<file path="src/rtl/spq_pkg.sv">
`timescale 1ns / 1ps
// ----------------------------------------------------------------------------
// spq_pkg
// Shared types and constants for the sorted priority queue.
// ----------------------------------------------------------------------------
package spq_pkg;

    localparam int IN_VALUE_W  = 32;
    localparam int IN_PRIO_W   = 8;
    localparam int OUT_VALUE_W = 32;
    localparam int OUT_PRIO_W  = 8;
    localparam int STATUS_W    = 2;
    localparam int COUNT_W     = 4;

    typedef enum logic {
        OP_PUSH = 1'b0,
        OP_POP  = 1'b1
    } t_op;

    typedef enum logic [STATUS_W-1:0] {
        ST_OK       = 2'd0,
        ST_OVERFLOW = 2'd1,
        ST_EMPTY    = 2'd2
    } t_status;

    typedef enum logic [2:0] {
        S_IDLE,
        S_PUSH_CMP,
        S_PUSH_LAST,
        S_POP_HEAD,
        S_POP_SHIFT,
        S_DONE
    } t_state;

    typedef struct packed {
        logic [COUNT_W-1:0]     count;
        t_status                status;
        logic [OUT_PRIO_W-1:0]  prio;
        logic [OUT_VALUE_W-1:0] value;
    } t_result;

endpackage

</file>
<file path="src/rtl/spq_mem.sv">
`timescale 1ns / 1ps
// ----------------------------------------------------------------------------
// spq_mem
// Entry store: one write port, one read port with registered read data.
// ----------------------------------------------------------------------------
module spq_mem #(
    parameter int DEPTH  = 8,
    parameter int WIDTH  = 40,
    parameter int ADDR_W = 3
) (
    input  logic              i_clk,
    input  logic              i_we,
    input  logic [ADDR_W-1:0] i_waddr,
    input  logic [WIDTH-1:0]  i_wdata,
    input  logic [ADDR_W-1:0] i_raddr,
    output logic [WIDTH-1:0]  o_rdata
);

    logic [WIDTH-1:0] r_mem [DEPTH];
    logic [WIDTH-1:0] r_rdata;

    always_ff @(posedge i_clk) begin
        if (i_we) begin
            r_mem[i_waddr] <= i_wdata;
        end
    end

    always_ff @(posedge i_clk) begin
        r_rdata <= r_mem[i_raddr];
    end

    assign o_rdata = r_rdata;

endmodule

</file>
<file path="src/rtl/spq_ctrl.sv">
`timescale 1ns / 1ps
// ----------------------------------------------------------------------------
// spq_ctrl
// Sequencer: walks the entry store one slot per cycle with a single
// priority comparator, shifting entries to open or close a gap.
// ----------------------------------------------------------------------------
module spq_ctrl #(
    parameter int DEPTH       = 8,
    parameter int VALUE_WIDTH = 32,
    parameter int PRIO_WIDTH  = 8,
    parameter int ADDR_W      = 3,
    parameter int CNT_W       = 4
) (
    input  logic                               i_clk,
    input  logic                               i_rst_n,
    input  logic                               i_valid,
    output logic                               o_ready,
    input  spq_pkg::t_op                       i_op,
    input  logic [spq_pkg::IN_VALUE_W-1:0]     i_value,
    input  logic [spq_pkg::IN_PRIO_W-1:0]      i_prio,
    input  logic                               i_out_free,
    output logic                               o_done,
    output spq_pkg::t_result                   o_res,
    output logic                               o_mem_we,
    output logic [ADDR_W-1:0]                  o_mem_waddr,
    output logic [PRIO_WIDTH+VALUE_WIDTH-1:0]  o_mem_wdata,
    output logic [ADDR_W-1:0]                  o_mem_raddr,
    input  logic [PRIO_WIDTH+VALUE_WIDTH-1:0]  i_mem_rdata
);

    localparam logic [CNT_W-1:0] FULL = CNT_W'(DEPTH);
    localparam logic [CNT_W-1:0] ONE  = CNT_W'(1);
    localparam logic [CNT_W-1:0] TWO  = CNT_W'(2);

    spq_pkg::t_state r_state, n_state;
    logic [CNT_W-1:0]       r_count, n_count;
    logic [CNT_W-1:0]       r_idx, n_idx;
    logic [VALUE_WIDTH-1:0] r_val, n_val;
    logic [PRIO_WIDTH-1:0]  r_pri, n_pri;
    logic [spq_pkg::OUT_VALUE_W-1:0] r_res_value, n_res_value;
    logic [spq_pkg::OUT_PRIO_W-1:0]  r_res_prio, n_res_prio;
    spq_pkg::t_status       r_status, n_status;

    // fit input and output fields to the storage widths
    logic [VALUE_WIDTH+spq_pkg::IN_VALUE_W-1:0]  w_in_val_ext;
    logic [PRIO_WIDTH+spq_pkg::IN_PRIO_W-1:0]    w_in_pri_ext;
    logic [VALUE_WIDTH+spq_pkg::OUT_VALUE_W-1:0] w_rd_val_ext;
    logic [PRIO_WIDTH+spq_pkg::OUT_PRIO_W-1:0]   w_rd_pri_ext;
    logic [CNT_W+spq_pkg::COUNT_W-1:0]           w_count_ext;
    logic [VALUE_WIDTH-1:0] w_in_val;
    logic [PRIO_WIDTH-1:0]  w_in_pri;
    logic [VALUE_WIDTH-1:0] w_rd_val;
    logic [PRIO_WIDTH-1:0]  w_rd_pri;
    logic                   w_rd_lower;
    logic                   w_accept;
    logic [CNT_W-1:0]       w_idx_dn2;
    logic [CNT_W-1:0]       w_idx_up2;
    logic [CNT_W-1:0]       w_last_slot;

    assign w_in_val_ext = {{VALUE_WIDTH{1'b0}}, i_value};
    assign w_in_pri_ext = {{PRIO_WIDTH{1'b0}}, i_prio};
    assign w_in_val     = w_in_val_ext[VALUE_WIDTH-1:0];
    assign w_in_pri     = w_in_pri_ext[PRIO_WIDTH-1:0];
    assign w_rd_val     = i_mem_rdata[VALUE_WIDTH-1:0];
    assign w_rd_pri     = i_mem_rdata[PRIO_WIDTH+VALUE_WIDTH-1:VALUE_WIDTH];
    assign w_rd_val_ext = {{spq_pkg::OUT_VALUE_W{1'b0}}, w_rd_val};
    assign w_rd_pri_ext = {{spq_pkg::OUT_PRIO_W{1'b0}}, w_rd_pri};
    assign w_count_ext  = {{spq_pkg::COUNT_W{1'b0}}, r_count};

    // the one comparator: does the stored entry yield to the new one
    assign w_rd_lower  = (w_rd_pri < r_pri);
    assign w_accept    = i_valid && (r_state == spq_pkg::S_IDLE);
    assign w_idx_dn2   = r_idx - TWO;
    assign w_idx_up2   = r_idx + TWO;
    assign w_last_slot = r_count - ONE;

    assign o_ready = (r_state == spq_pkg::S_IDLE);
    assign o_done  = (r_state == spq_pkg::S_DONE);
    assign o_res   = '{count:  w_count_ext[spq_pkg::COUNT_W-1:0],
                       status: r_status,
                       prio:   r_res_prio,
                       value:  r_res_value};

    // next state and datapath
    always_comb begin
        n_state     = r_state;
        n_count     = r_count;
        n_idx       = r_idx;
        n_val       = r_val;
        n_pri       = r_pri;
        n_res_value = r_res_value;
        n_res_prio  = r_res_prio;
        n_status    = r_status;
        case (r_state)
            spq_pkg::S_IDLE: begin
                if (w_accept) begin
                    n_val       = w_in_val;
                    n_pri       = w_in_pri;
                    n_res_value = '0;
                    n_res_prio  = '0;
                    n_status    = spq_pkg::ST_OK;
                    if (i_op == spq_pkg::OP_PUSH) begin
                        if (r_count == FULL) begin
                            n_status = spq_pkg::ST_OVERFLOW;
                            n_state  = spq_pkg::S_DONE;
                        end else if (r_count == '0) begin
                            n_count = ONE;
                            n_state = spq_pkg::S_DONE;
                        end else begin
                            n_idx   = r_count;
                            n_state = spq_pkg::S_PUSH_CMP;
                        end
                    end else begin
                        if (r_count == '0) begin
                            n_status = spq_pkg::ST_EMPTY;
                            n_state  = spq_pkg::S_DONE;
                        end else begin
                            n_state = spq_pkg::S_POP_HEAD;
                        end
                    end
                end
            end
            spq_pkg::S_PUSH_CMP: begin
                if (w_rd_lower) begin
                    n_idx = r_idx - ONE;
                    if (r_idx == ONE) begin
                        n_state = spq_pkg::S_PUSH_LAST;
                    end
                end else begin
                    n_count = r_count + ONE;
                    n_state = spq_pkg::S_DONE;
                end
            end
            spq_pkg::S_PUSH_LAST: begin
                n_count = r_count + ONE;
                n_state = spq_pkg::S_DONE;
            end
            spq_pkg::S_POP_HEAD: begin
                n_res_value = w_rd_val_ext[spq_pkg::OUT_VALUE_W-1:0];
                n_res_prio  = w_rd_pri_ext[spq_pkg::OUT_PRIO_W-1:0];
                n_idx       = '0;
                if (r_count == ONE) begin
                    n_count = '0;
                    n_state = spq_pkg::S_DONE;
                end else begin
                    n_state = spq_pkg::S_POP_SHIFT;
                end
            end
            spq_pkg::S_POP_SHIFT: begin
                if (w_idx_up2 == r_count) begin
                    n_count = w_last_slot;
                    n_state = spq_pkg::S_DONE;
                end else begin
                    n_idx = r_idx + ONE;
                end
            end
            spq_pkg::S_DONE: begin
                if (i_out_free) begin
                    n_state = spq_pkg::S_IDLE;
                end
            end
            default: begin
                n_state = spq_pkg::S_IDLE;
            end
        endcase
    end

    // store port control
    always_comb begin
        o_mem_we    = 1'b0;
        o_mem_waddr = r_idx[ADDR_W-1:0];
        o_mem_wdata = {r_pri, r_val};
        o_mem_raddr = '0;
        case (r_state)
            spq_pkg::S_IDLE: begin
                if (w_accept && (i_op == spq_pkg::OP_PUSH)) begin
                    if (r_count == '0) begin
                        o_mem_we    = 1'b1;
                        o_mem_waddr = '0;
                        o_mem_wdata = {w_in_pri, w_in_val};
                    end else begin
                        o_mem_raddr = w_last_slot[ADDR_W-1:0];
                    end
                end
            end
            spq_pkg::S_PUSH_CMP: begin
                o_mem_we = 1'b1;
                if (w_rd_lower) begin
                    // move the entry down one slot, fetch the next one up
                    o_mem_wdata = i_mem_rdata;
                    o_mem_raddr = w_idx_dn2[ADDR_W-1:0];
                end
            end
            spq_pkg::S_PUSH_LAST: begin
                o_mem_we    = 1'b1;
                o_mem_waddr = '0;
            end
            spq_pkg::S_POP_HEAD: begin
                o_mem_raddr = ONE[ADDR_W-1:0];
            end
            spq_pkg::S_POP_SHIFT: begin
                o_mem_we    = 1'b1;
                o_mem_wdata = i_mem_rdata;
                o_mem_raddr = w_idx_up2[ADDR_W-1:0];
            end
            default: begin
                o_mem_we = 1'b0;
            end
        endcase
    end

    always_ff @(posedge i_clk) begin
        if (!i_rst_n) begin
            r_state <= spq_pkg::S_IDLE;
            r_count <= '0;
        end else begin
            r_state <= n_state;
            r_count <= n_count;
        end
    end

    always_ff @(posedge i_clk) begin
        r_idx       <= n_idx;
        r_val       <= n_val;
        r_pri       <= n_pri;
        r_res_value <= n_res_value;
        r_res_prio  <= n_res_prio;
        r_status    <= n_status;
    end

endmodule

</file>
<file path="src/rtl/sorted_priority_queue.sv">
`timescale 1ns / 1ps
// ----------------------------------------------------------------------------
// sorted_priority_queue
// Bounded priority queue, sorted by descending priority, FIFO among equals.
// ----------------------------------------------------------------------------
// Entries sit in a small store in descending priority order; a push walks
// from the tail toward the head, one slot per cycle through a single
// priority comparator, moving each lower-priority entry down until its slot
// is found, and a pop reads the head and moves the rest up one slot per
// cycle. The input is ready only between requests; a finished result waits
// in the output register while the next request is taken.
module sorted_priority_queue #(
    parameter int DEPTH       = 8,
    parameter int VALUE_WIDTH = 32,
    parameter int PRIO_WIDTH  = 8
) (
    input  logic        i_clk,
    input  logic        i_rst_n,
    input  logic        i_s_tvalid,
    output logic        o_s_tready,
    input  logic [39:0] i_s_tdata,   // item_value[31:0], item_priority[39:32]
    input  logic        i_s_tuser,   // op
    output logic        o_m_tvalid,
    input  logic        i_m_tready,
    output logic [47:0] o_m_tdata    // out_value[31:0], out_priority[39:32],
                                     // status[41:40], count[45:42], zero
);

    localparam int ADDR_W = $clog2(DEPTH);
    localparam int CNT_W  = $clog2(DEPTH + 1);
    localparam int ENT_W  = PRIO_WIDTH + VALUE_WIDTH;

    logic                   w_out_free;
    logic                   w_done;
    spq_pkg::t_result       w_res;
    logic                   w_mem_we;
    logic [ADDR_W-1:0]      w_mem_waddr;
    logic [ENT_W-1:0]       w_mem_wdata;
    logic [ADDR_W-1:0]      w_mem_raddr;
    logic [ENT_W-1:0]       w_mem_rdata;
    logic                   r_m_valid;
    spq_pkg::t_result       r_m_res;

    assign w_out_free = !r_m_valid || i_m_tready;

    spq_ctrl #(
        .DEPTH       (DEPTH),
        .VALUE_WIDTH (VALUE_WIDTH),
        .PRIO_WIDTH  (PRIO_WIDTH),
        .ADDR_W      (ADDR_W),
        .CNT_W       (CNT_W)
    ) u_ctrl (
        .i_clk       (i_clk),
        .i_rst_n     (i_rst_n),
        .i_valid     (i_s_tvalid),
        .o_ready     (o_s_tready),
        .i_op        (spq_pkg::t_op'(i_s_tuser)),
        .i_value     (i_s_tdata[31:0]),
        .i_prio      (i_s_tdata[39:32]),
        .i_out_free  (w_out_free),
        .o_done      (w_done),
        .o_res       (w_res),
        .o_mem_we    (w_mem_we),
        .o_mem_waddr (w_mem_waddr),
        .o_mem_wdata (w_mem_wdata),
        .o_mem_raddr (w_mem_raddr),
        .i_mem_rdata (w_mem_rdata)
    );

    spq_mem #(
        .DEPTH  (DEPTH),
        .WIDTH  (ENT_W),
        .ADDR_W (ADDR_W)
    ) u_mem (
        .i_clk   (i_clk),
        .i_we    (w_mem_we),
        .i_waddr (w_mem_waddr),
        .i_wdata (w_mem_wdata),
        .i_raddr (w_mem_raddr),
        .o_rdata (w_mem_rdata)
    );

    // output register: load when the sequencer finishes and the slot frees
    always_ff @(posedge i_clk) begin
        if (!i_rst_n) begin
            r_m_valid <= 1'b0;
        end else if (w_done && w_out_free) begin
            r_m_valid <= 1'b1;
        end else if (i_m_tready) begin
            r_m_valid <= 1'b0;
        end
    end

    always_ff @(posedge i_clk) begin
        if (w_done && w_out_free) begin
            r_m_res <= w_res;
        end
    end

    assign o_m_tvalid = r_m_valid;
    assign o_m_tdata  = {2'b00, r_m_res.count, r_m_res.status,
                         r_m_res.prio, r_m_res.value};

endmodule

</file>
<file path="config.mk">
export PLATFORM = sky130hd
export DESIGN_NAME = sorted_priority_queue
export DESIGN_NICKNAME = d
export VERILOG_FILES = /design/src/rtl/spq_pkg.sv /design/src/rtl/spq_mem.sv /design/src/rtl/spq_ctrl.sv /design/src/rtl/sorted_priority_queue.sv
export SDC_FILE = /design/constraint.sdc
export NUM_CORES = 1
export LEC_CHECK = 0
export ABC_AREA = 1
export BUFFER_PORTS_ARGS = -buffer_cell sky130_fd_sc_hd__buf_4
export CAP_MARGIN = 20
export CORE_UTILIZATION = 40
export DETAILED_ROUTE_END_ITERATION = 6
export PLACE_DENSITY = 0.7
export SYNTH_ARGS = -nofsm -noshare
export SYNTH_HDL_FRONTEND = slang
export SYNTH_SLANG_ARGS = --single-unit
</file>
<file path="constraint.sdc">
create_clock -name i_clk -period 4.6 [get_ports i_clk]
set_input_delay 0.92 -clock i_clk [delete_from_list [all_inputs] [get_ports i_clk]]
set_output_delay 0.92 -clock i_clk [all_outputs]
set_load 0.02 [all_outputs]
</file>
# Yosys cells after proc, flatten, opt, wreduce, memory -nomap -nowiden
# Memories as Yosys holds them, arrays and structs flattened. A register that Yosys moved wholly into a read port is not among the register bits.
# Cells that the tools add are included.
dict set report word_totals {
  register_bits 140
  ram_bits 320
  input_bits 45
  out_inout_bits 50
  elab_cells 111
  memories 1
}
# memory words word_bits rd rd_ports_with_merged_regs wr line
set mem_list {}
lappend mem_list {u_mem.r_mem 8 40 1 1 1 spq_mem.sv:19} ;# logic [WIDTH-1:0] r_mem [DEPTH];
dict set report classes {
  add_sub_neg 6
  magnitude_cmp 1
  n_eq_ne 21
  mux 51
  bitwise 1
  reduce_logical 17
}
# cell n
set op_table {}
lappend op_table {{2-to-1 mux 40 bit} 3}
lappend op_table {{one-hot mux 40 bit (3 select lines)} 1}
lappend op_table {{one-hot mux 32 bit (2 select lines)} 1}
lappend op_table {{2-to-1 mux 4 bit} 13}
lappend op_table {{2-to-1 mux 3 bit} 14}
lappend op_table {{2-to-1 mux 32 bit} 1}
lappend op_table {{one-hot mux 4 bit (5 select lines)} 1}
lappend op_table {{one-hot mux 3 bit (6 select lines)} 1}
lappend op_table {{one-hot mux 4 bit (4 select lines)} 1}
lappend op_table {{one-hot mux 8 bit (2 select lines)} 1}
lappend op_table {{!= test 2 bit (second input constant)} 6}
lappend op_table {{one-hot mux 3 bit (4 select lines)} 1}
lappend op_table {{!= test 2 x 1 -> 1 bit (second input constant)} 5}
lappend op_table {{adder 4 x 1 -> 4 bit (second input constant)} 2}
lappend op_table {{equality test 4 x 1 -> 1 bit (second input constant)} 2}
lappend op_table {{less-than comparator 8 bit} 1}
lappend op_table {{2-to-1 mux 1 bit} 8}
lappend op_table {{2-to-1 mux 8 bit} 1}
lappend op_table {{AND reduction 8 bit} 1}
lappend op_table {{subtractor 4 x 1 -> 4 bit (second input constant)} 2}
lappend op_table {{AND reduction 7 bit} 1}
lappend op_table {{equality test 3 x 2 -> 1 bit (second input constant)} 2}
lappend op_table {{equality test 3 bit (second input constant)} 2}
lappend op_table {{one-hot mux 3 bit (2 select lines)} 1}
lappend op_table {{other kinds (20)} 25}

# Depth between registers and ports, before layout
dict set report logic_depth {
  word_depth 7
  ltp_mapped 16
  mapped_depth_nobuf 15
}

# Cells and area by module
# A second synthesis with hierarchy kept.
dict set report hier_totals {
  hier_cells 2063
  hier_area_um2 21136.5
}
# mod n_inst cells_per_inst area_per_inst_um2 seq_area_each_um2
set by_module_without_submodules {}
lappend by_module_without_submodules {spq_mem 1 1441 14799.2 10410.0}
lappend by_module_without_submodules {spq_ctrl 1 566 4885.9 2722.6}
lappend by_module_without_submodules {sorted_priority_queue 1 56 1451.4 1401.3}

# Least setup slack after synthesis
# OpenSTA, ideal clock, no wires.
dict set report synth_path {
  kind {input-to-reg}
  start {input i_m_tready}
  end {register r_m_res, in the netlist o_m_tdata[0], enable pin}
  setup_ns 0.506
  arrival_ns 4.111
  t_required_ns 4.094
  setup_slack_ns -0.018
  cell_stages 2
  n_path_buf 0
  path_cell_list {nor2_1 -> nor3_1}
}
dict set report synth_between {
  elab_chain_len 2
}
# item line
set synth_lines {}
lappend synth_lines {{start: declaration} sorted_priority_queue.sv:24} ;# input logic i_m_tready,
lappend synth_lines {{logical OR 1 bit} sorted_priority_queue.sv:44} ;# assign w_out_free = !r_m_valid || i_m_tready;
lappend synth_lines {{logical AND 1 bit} sorted_priority_queue.sv:95} ;# if (w_done && w_out_free) begin
lappend synth_lines {{end signal: assignment} sorted_priority_queue.sv:96} ;# r_m_res <= w_res;
lappend synth_lines {{end: declaration} sorted_priority_queue.sv:42} ;# spq_pkg::t_result r_m_res;
# Every way passes these cells.
# A chain may end at the register's enable or synchronous reset.

# Final worst setup path
dict set report layout_path {
  start {register u_ctrl.r_count[0]}
  end {memory u_mem.r_mem[3][26], enable pin}
}
dict set report layout_between {
  elab_chain_len 6
  word_cells_on_any_way 9
  classes_between {mux: 8; reduce/logical: 1}
}
# item line
set layout_lines {}
lappend layout_lines {{start: declaration} spq_ctrl.sv:36} ;# logic [CNT_W-1:0] r_count, n_count;
lappend layout_lines {{start signal: assignment} spq_ctrl.sv:218} ;# r_count <= n_count;
lappend layout_lines {{zero test 4 bit *} spq_ctrl.sv:177} ;# if (r_count == '0) begin
lappend layout_lines {{2-to-1 mux 1 bit} spq_ctrl.sv:177}
lappend layout_lines {{2-to-1 mux 1 bit} spq_ctrl.sv:176} ;# if (w_accept && (i_op == spq_pkg::OP_PUSH)) begin
lappend layout_lines {{one-hot mux 1 bit (2 select lines)} spq_ctrl.sv:174} ;# case (r_state)
lappend layout_lines {{2-to-1 mux 1 bit} spq_mem.sv:23} ;# if (i_we) begin
lappend layout_lines {{2-to-1 mux 1 bit (not written as such)} spq_mem.sv:24} ;# r_mem[i_waddr] <= i_wdata;
lappend layout_lines {{end: declaration} spq_mem.sv:19}
# Mark *: on every way between the ends. The rest lies on a longest branch, timed or not.

==> qor.json <==
{
  "post_cts_hold_buffer_count": 0,
  "power.ir.vdd_worst_uv": 602,
  "routed_wl_um": 53400,
  "rsz0062_at_grt": "no",
  "cts_root_buf": "clkbuf_16",
  "static_leakage_nw": 10.5,
  "cts_htree_levels": 2,
  "run_status": "complete, but fails checks",
  "clk_latency_ps": 580,
  "final_max_slew_viol_count": 0,
  "worstMarginPinSlew_ps": 987,
  "gp_routability_congestion": 0.902,
  "fin_nets": 2177,
  "timing.final.crit_share_pct": 71.2,
  "timing.hold.worst.class": "reg -> reg",
  "ys_async_sr_fraction_pct": 0,
  "syn_to_final_growth_pct": 13.7,
  "antenna_violations_before_repair": 0,
  "synthTopCellsByArea": "edfxtp_1 (63%), nand2_1 (8.3%), inv_1 (6.9%)",
  "die_h_um": 234,
  "design.die.area_um2": 55000,
  "fillerInstances": 4700,
  "boundaryPins": 95,
  "drive_above_1_share_pct": 10.5,
  "setup_slack_ps": 1320,
  "ys_dominant_reg_cell": "edfxtp_1",
  "cts.sink_count": 500,
  "maxCapViolCount": 0,
  "report.final.setup_viol": 0,
  "cp_data_required_time_ps": 4840,
  "path_clk_slew_ps": 60,
  "crit_arrival_ps": 3520,
  "endpoint_kind_of_the_worst_setup_timing_path": "register",
  "mappedNetlistArea_um2": 21600,
  "fmaxAchievable_ghz": 0.305,
  "wire_length_per_cell_um": 18.8,
  "postCtsResizedCells": 0,
  "nature_of_the_critical_path_startpoint": "register",
  "core-area_um2": 53000,
  "final_antenna_net_count": 0,
  "remaining_drc_errors": 1,
  "synthDistinctLibCells": 41,
  "ys_warn_count": 0,
  "yosys.area.top_type": "edfxtp_1",
  "routed_via_density": 5.27,
  "cts.repair_timing.setup_buffer_count": 0,
  "first_iter_violations": 1466,
  "worst-setup-path-type": "reg -> reg",
  "synth.top_cell.area_share_pct": 62.8,
  "pre_cts_slack_ps": 1090,
  "setup_total_negative_slack_ps": 0,
  "initial_core_util_pct": 40.8,
  "grt_first_pass_wirelength_um": 82400,
  "diodes": 0,
  "pin_count_of_the_biggest_net_entering_global_routing": 128,
  "maxSlewHeadroom_pct": 34.1,
  "row_count": 84,
  "edff_count_synth": 452,
  "grt_usage_pct": 19.6,
  "post-dp-hpwl_um": 29900,
  "critical_path_peak_fanout": 16,
  "failed_checks": "design-rule violations",
  "final.min_clock_period_ps": 3280,
  "die_width_um": 234,
  "final.setup_skew_ps": 15.9,
  "cts_buffers": 47,
  "tritoncts": "built",
  "report.final.hold_viol_count": 0,
  "grt_overflow": 0,
  "synth_cells": 2057,
  "fin_worst_hold_slack_ps": 416,
  "p_per_area_nw_per_um2": 794,
  "cts.path.max_buffers": 3,
  "ys_seq_area_share_pct": 67.2,
  "drtPass1Iterations": 7,
  "ffs_latches_synth": 500,
  "syn_avg_cell_area_um2": 10.5,
  "first_global_vias": 14720,
  "place.port_buffers": 92,
  "routed-via-count": 14965
}
[layout make-up]
type                            instances  area, µm²  share of cell area, %
Sequential cell                       500      14500                   59.1
Multi-Input combinational cell       1039       5150                   20.9
Inverter                              405       1520                   6.19
Clock buffer                           61       1260                   5.12
Timing Repair Buffer                  123       1020                   4.14
Tap cell                              688        861                   3.50
Clock inverter                         26        241                  0.982
[power by group]
part | leakage, nW | internal [W] | switching, W
clock network | 0.744 | 0.00212 | 0.00165
logic | 5.20 | 0.00215 | 0.00575
registers | 4.56 | 0.00742 | 0.000449
total | 10.5 | 0.0117 | 0.00785
[cells by family after synthesis]
group / share of synthesized area, %
compound gates: 2.69
xor+xnor: 0.324
flops: 67.2
simple gates: 19.3
fa+ha+maj: 0.926
buf+inv: 9.54
other cells: 0.0173
[worst paths after layout]
check | slack, ps | cells after the start | startpoint | end
worst min-delay path | 420 | 0 | u_ctrl.r_res_value[13] | o_m_tdata[13]
worst min register to register | 420 | 0 | u_ctrl.r_res_value[13] | o_m_tdata[13]
worst max-delay path | 1320 | 10 | u_ctrl.r_count[0] | u_mem.r_mem[3][26]
worst max register to register | 1320 | 10 | u_ctrl.r_count[0] | u_mem.r_mem[3][26]
[state kept, by name, summed over array words and instances (netlist names)]
signal / flops
u_mem.r_mem: 320
o_m_tdata: 46
u_mem.o_rdata: 40
u_ctrl.r_res_value: 32
u_ctrl.r_val: 32
u_ctrl.r_pri: 8
u_ctrl.r_res_prio: 8
u_ctrl.r_count: 4
u_ctrl.r_idx: 4
u_ctrl.r_state: 3
u_ctrl.r_status: 2
o_m_tvalid: 1
[routing by layer]
layer / part of all wire, % / vias to the layer above / GRT usage [%]
li1: - / 6969 / -
met1: 40 / 7183 / 25.4
met2: 48 / 706 / 33.3
met3: 8.9 / 107 / 3.44
met4: 2.5 / 0 / 6.25
met5: 0 / - / 0
[layout by cell type (no fill, tap or decap), types with 9 or more instances in the layout]
| cell | n |
|---|---|
| edfxtp_1 | 452 |
| nand2_1 | 480 |
| buf_4 | 116 |
| nor2_4 | 13 |
| clkinv_2 | 13 |
| clkbuf_1 | 11 |
| nor2_1 | 83 |
| a31oi_1 | 12 |
| a22oi_1 | 18 |
| o211ai_1 | 9 |
| a21oi_1 | 18 |
| clkbuf_16 | 47 |
| nand3_1 | 169 |
| inv_1 | 397 |
| nand4_1 | 161 |
| dfxtp_1 | 48 |
| o21ai_0 | 19 |
| ha_1 | 16 |
[Yosys cell counts (all sizes together), types with 2 or more instances]
| library cell | instances |
|---|---|
| edfxtp | 452 |
| nand2 | 483 |
| xor2 | 7 |
| nor3 | 6 |
| ha | 16 |
| o221ai | 5 |
| nand3 | 171 |
| nand3b | 2 |
| inv | 405 |
| clkbuf | 42 |
| a31oi | 13 |
| a21oi | 18 |
| dfxtp | 48 |
| o211ai | 9 |
| buf | 72 |
| nand4 | 162 |
| o21ai | 21 |
| a22oi | 18 |
| nor2 | 98 |
[stage by stage]
| step | power [W] | cell area, µm² | std cells | util, % |
|---|---|---|---|---|
| final | 0.0195 | 24600 | 2842 | 46.4 |
| after detailed placement | 0.0158 | 23100 | 2755 | 43.6 |
| after global routing | 0.0207 | 24600 | 2842 | 46.4 |
| after global placement | 0.0154 | 23100 | 2754 | 43.5 |
| after CTS | 0.0195 | 24600 | 2842 | 46.4 |
| after floorplan | 0.0132 | 21600 | 2058 | - |
[critical path, stage by stage (launching register included)]
cell,delay [ps]
dfxtp_1,500
inv_1,190
ha_1,260
nand2_1,130
nor2_2,80
nand2_1,120
nand2_1,70
nand2_1,140
nand3_1,340
nor2_4,690
buf_4,410
No activity file was read; power rests on OpenSTA's default activity.
